===== src/design/crse_pkg.sv =====
`timescale 1ns / 1ps
// shared types, widths and codes for the catmull-rom spline evaluator
// no dependencies; imported by every module of the block

package crse_pkg;

   // field widths fixed by the interface
   localparam int COORD_BITS     = 16;
   localparam int GRAD_BITS      = COORD_BITS + 4;
   localparam int FRAC_BITS      = 16;
   localparam int INDEX_BITS     = 8;
   localparam int CFG_BITS       = 9;
   localparam int STATUS_BITS    = 2;
   localparam int MAX_POINTS_DEF = 256;

   // internal datapath widths
   localparam int CNT_W  = 14;                        // holds any table size up to 16383
   localparam int WGT_W  = FRAC_BITS + 6;             // blend weights, Q4.16 plus headroom
   localparam int PROD_W = COORD_BITS + WGT_W;        // one point times one weight
   localparam int SUM_W  = PROD_W + 2;                // sum of four products
   localparam int BANKS  = 4;
   localparam int BANK_SEL_W = 2;
   localparam int ROW_W  = INDEX_BITS + 1 - BANK_SEL_W;

   // opcodes
   localparam logic OP_WRITE = 1'b0;
   localparam logic OP_EVAL  = 1'b1;

   // status codes
   localparam logic [STATUS_BITS-1:0] STAT_OK      = 2'd0;
   localparam logic [STATUS_BITS-1:0] STAT_BAD_SEG = 2'd1;
   localparam logic [STATUS_BITS-1:0] STAT_BAD_IDX = 2'd2;

   typedef struct packed {
      logic signed [COORD_BITS-1:0] x;
      logic signed [COORD_BITS-1:0] y;
   } point_type;

   // control point write into the banked store
   typedef struct packed {
      logic                  en;
      logic [INDEX_BITS-1:0] index;
      point_type             pt;
   } wr_req_type;

   // four-point read of one segment
   typedef struct packed {
      logic                  en;
      logic [INDEX_BITS-1:0] seg;
   } rd_req_type;

   // per-stage load enables of one blend lane
   typedef struct packed {
      logic mul;
      logic pair;
      logic fin;
   } lane_en_type;

   // per-transaction tag that travels alongside the datapath
   typedef struct packed {
      logic                   emit;
      logic [STATUS_BITS-1:0] status;
   } tag_type;

endpackage


===== src/design/crse_blend_lane.sv =====
`timescale 1ns / 1ps
// one blend lane: four point-by-weight products, a pair-sum stage and
// a final sum with rounding and saturation; uses crse_pkg

module crse_blend_lane #(
   parameter int OUT_W = crse_pkg::COORD_BITS
) (
   input  logic                                      clock,
   input  crse_pkg::lane_en_type                     en,
   input  logic [3:0][crse_pkg::COORD_BITS-1:0]      coords,
   input  logic [3:0][crse_pkg::WGT_W-1:0]           weights,
   output logic signed [OUT_W-1:0]                   result
);
   import crse_pkg::*;

   localparam logic signed [SUM_W-1:0] ROUND = SUM_W'(64'sd1 <<< FRAC_BITS);
   localparam logic signed [SUM_W-1:0] HI    = SUM_W'((64'sd1 <<< (OUT_W - 1)) - 64'sd1);
   localparam logic signed [SUM_W-1:0] LO    = -HI - SUM_W'(64'sd1);

   logic signed [PROD_W-1:0] prod_ff [4];
   logic signed [SUM_W-1:0]  pair_ff [2];
   logic signed [SUM_W-1:0]  acc;
   logic signed [SUM_W-1:0]  scaled;
   logic signed [SUM_W-1:0]  clamped;
   logic signed [OUT_W-1:0]  result_ff;

   // products
   always_ff @(posedge clock) begin
      if (en.mul) begin
         for (int i = 0; i < 4; i++) begin
            prod_ff[i] <= $signed(coords[i]) * $signed(weights[i]);
         end
      end
   end

   // pair sums
   always_ff @(posedge clock) begin
      if (en.pair) begin
         pair_ff[0] <= SUM_W'(prod_ff[0]) + SUM_W'(prod_ff[1]);
         pair_ff[1] <= SUM_W'(prod_ff[2]) + SUM_W'(prod_ff[3]);
      end
   end

   // halve and drop the FRAC_BITS fraction bits with round half up, then clamp to the field range
   always_comb begin
      acc    = pair_ff[0] + pair_ff[1] + ROUND;
      scaled = acc >>> (FRAC_BITS + 1);
      if (scaled > HI) begin
         clamped = HI;
      end else if (scaled < LO) begin
         clamped = LO;
      end else begin
         clamped = scaled;
      end
   end

   always_ff @(posedge clock) begin
      if (en.fin) begin
         result_ff <= OUT_W'(clamped);
      end
   end

   assign result = result_ff;

endmodule

===== config.mk =====
export PLATFORM = sky130hd
export DESIGN_NAME = crse_blend_lane
export DESIGN_NICKNAME = d
export VERILOG_FILES = /design/src/design/crse_pkg.sv /design/src/design/crse_blend_lane.sv
export SDC_FILE = /design/constraint.sdc
export NUM_CORES = 2
export LEC_CHECK = 0
export BUFFER_PORTS_ARGS = -buffer_cell sky130_fd_sc_hd__buf_2
export CORE_MARGIN = 1.5
export CORE_UTILIZATION = 41
export DETAILED_ROUTE_END_ITERATION = 10
export PLACE_DENSITY_LB_ADDON = 0.12
export SLEW_MARGIN = 20
export SYNTH_ARGS = -nofsm -noshare
export SYNTH_HDL_FRONTEND = slang
export SYNTH_SLANG_ARGS = --single-unit

===== constraint.sdc =====
create_clock -name clock -period 14.2 [get_ports clock]
set_input_delay 1.42 -clock clock [delete_from_list [all_inputs] [get_ports clock]]
set_output_delay 1.42 -clock clock [all_outputs]
set_load 0.005 [all_outputs]

==> metrics.md <==
| Metric | Value |
|---|---|
| Gr usage total | 22.0% |
| Synth Cell Area | 64200 um2 |
| Initial antenna violation count | 1 |
| Clock Sinks | approximately 250 |
| Initial DRT Pass Iterations | 5 |
| Port Buffers | ~170 |
| CP Cell Sequence | buf_2 > nand2_1 > fa_1 > inv_1 > fa_1 > inv_1 > fa_1 > inv_1 > fa_1 > inv_1 > fa_1 > inv_1 > fa_1 > ha_1 > and3_1 > and3_1 > a22oi_1 > a21boi_0 > o21ai_0 > nand3_1 > a21oi_1 > o21bai_1 > o311ai_0 |
| Worst Setup End Kind | flip-flop |
| Ports | between 150 and 200 |
| Post-synthesis sequential area ratio | 11.5% |
| Critical path required time | 14.42 ns |
| CP bufs+invs | 6 |
| Vias per cell | between 5 and 6 |
| Wire per inst | 19.0 um |
| Most common cell after layout, fill and taps aside | inv_1 |
| Clock tree buffer depth | 3 |
| HP Class | flip-flop to flip-flop |
| Vias in the first global route | 47900 |
| FMAX | between 0.1 and 0.15 GHz |
| CTS tree | built |
| Setup TNS | 0 ns |
| Most used cell, CP | fa_1 |
| Die Wd | between 300 and 400 um |
| # rows | 145 |
| Clock Skew | 0.0322 ns |
| Ys Warns | 0 |
| Gr ovfl total | 0 |
| HPWL after detailed placement | ~140000 um |
| Top cell family by delay on the critical path | adder cells |
| Clock tree root driver cell | clkbuf_16 |
| Worst-skew pair later-pin latency | 0.58 ns |
| Core ar. | 156000 um2 |
| Final setup fails | 0 |
| Post-Syn Nets | 8839 |
| Routed wire length | 168000 um |
| CTS clk-pin slew, worst paths | 0.07 ns |
| Status | finished clean |
| Post-CTS setup buffer count | 0 |
| First-pass GRT wire length | 271000 um |
| Crit path kind | primary input to flip-flop |
| Startpoint types | primary input |
| WP data arrival | between 8 and 9 ns |
| Layout cell share with drive strength beyond 1 | around 3.9% |
| Largest net degree at the start of global routing | 90 |
| Die Area | roughly 160000 um2 |
| Post-CTS Hold Fix Bufs | 0 |
| Critical path's slowest cell | o311ai_0 |
| Area delta synth->final | 5.41% |
| CP max FO | 22 |
| RSZ-0062 raised after global routing | no |
| Final period utilization | about 57% |
| CTS HTree Levels | 1 |
| Synthesized area per cell | 9.48 um2 |
| Max_slew headroom | 29.2% |
| Cts bufs inserted | 26 |
| Final hold viol count | 0 |
| DRT antenna net count | 0 |
| DR iter-0 viols | roughly 2500 |
| Least-Margin Pin Slew | 1.06 ns |
| Residual DRC | 0 |
| Die height | 399 um |
| Routability-driven placement congestion ratio | 0.876 |
| Period minus WS final | 8.14 ns |
| Initial Util | 41.2% |
| CP max stage delay | 0.84 ns |
| Resize count post-CTS | 0 |
| Slew Limit Fails | 0 |
| Post-synth cell types | 89 |
| Via Count | around 44000 |
| Most frequent cells in the layout | inv_1 (1626), fa_1 (1386), nand2_1 (884) |
| Synth Register Bits | 246 |
| Synthesized netlist cell count | approximately 6800 |
| Max_cap viols | 0 |
| EDFF count, synth | approximately 250 |
| Nets | 8811 |
| Antenna diodes | 0 |
| Prevailing post-synth register cell | edfxtp_1 |
| Synth async-reset ratio | 0% |
cell type report:
class / instances / area, um2
Multi-Input combinational cell: 4664 / 49800
Fill cell: 15300 / 88200
Sequential cell: 246 / 7390
Clock buffer: 30 / 666
Timing Repair Buffer: 174 / 887
Clock inverter: 17 / 218
Tap cell: 2058 / 2570
Inverter: 1630 / 6120
per-layer routing:
metal	wire, um	global-route usage, %
met2	84900	38.7
met5	0	0
met1	74800	30.4
met3	5320	1.26
met4	2530	3.23
cell families after synthesis:
logic type	synth area share, %
xor gates and xnor gates	3.26
and+or+nand+nor	14.0
AOI/OAI and AO/OA	6.74
DFF	11.5
buffers and inverters	10.9
adders and majority gates	53.5
muxes	0.0468
cells in the mapped netlist (all sizes together), types with 11 or more instances:
cell type | n | area [um2]
a21oi | 190 | 992
nand2 | 884 | 3320
a21o | 128 | 961
xor2 | 63 | 552
edfxtp | 246 | 7390
a211oi | 34 | 270
nand3 | 41 | 205
nand4 | 18 | 113
nor3 | 39 | 195
o211ai | 16 | 125
clkbuf | 225 | 845
inv | 1627 | 6110
ha | 527 | 6590
a31oi | 21 | 153
o21bai | 36 | 270
fa | 1386 | 27700
and3 | 25 | 161
xnor2 | 176 | 1540
o21a | 24 | 180
nor2 | 197 | 739
or2 | 11 | 68.8
and2 | 550 | 3440
or3 | 11 | 68.8
nand2b | 52 | 325
nor2b | 23 | 144
o21ai | 92 | 464
sequential cells by signal (all words and copies together) (netlist names):
| register | cells |
|---|---|
| result | 16 |
| prod_ff | 152 |
| pair_ff | 78 |
through the flow:
step	setup slack [ns]	util (%)	hold WS (ns)	std cells	instance area [um2]
6_report	6.06	43.4	0.586	8819	67600
5_1_grt	5.78	43.4	0.608	8819	67600
4_1_cts	6.27	43.4	0.605	8818	67600
3_5_place_dp	5.69	42.8	0.596	8771	66800
3_3_place_gp	5.74	42.8	0.606	8771	66800
2_1_floorplan	6.65	-	0.513	6770	64200
worst paths after layout:
kind	start	endpoint	slack (ns)	cells after the start
min reg2reg	prod_ff[1][0]	pair_ff[0][0]	0.59	1
max reg2reg	pair_ff[0][8]	result[7]	9.84	12
max	coords[56]	prod_ff[3][30]	6.06	23
min	prod_ff[1][0]	pair_ff[0][0]	0.59	1
Power is left out: the tool's default activity adds up to more than one toggle a clock period on the data nets, which glitch-free logic cannot reach.
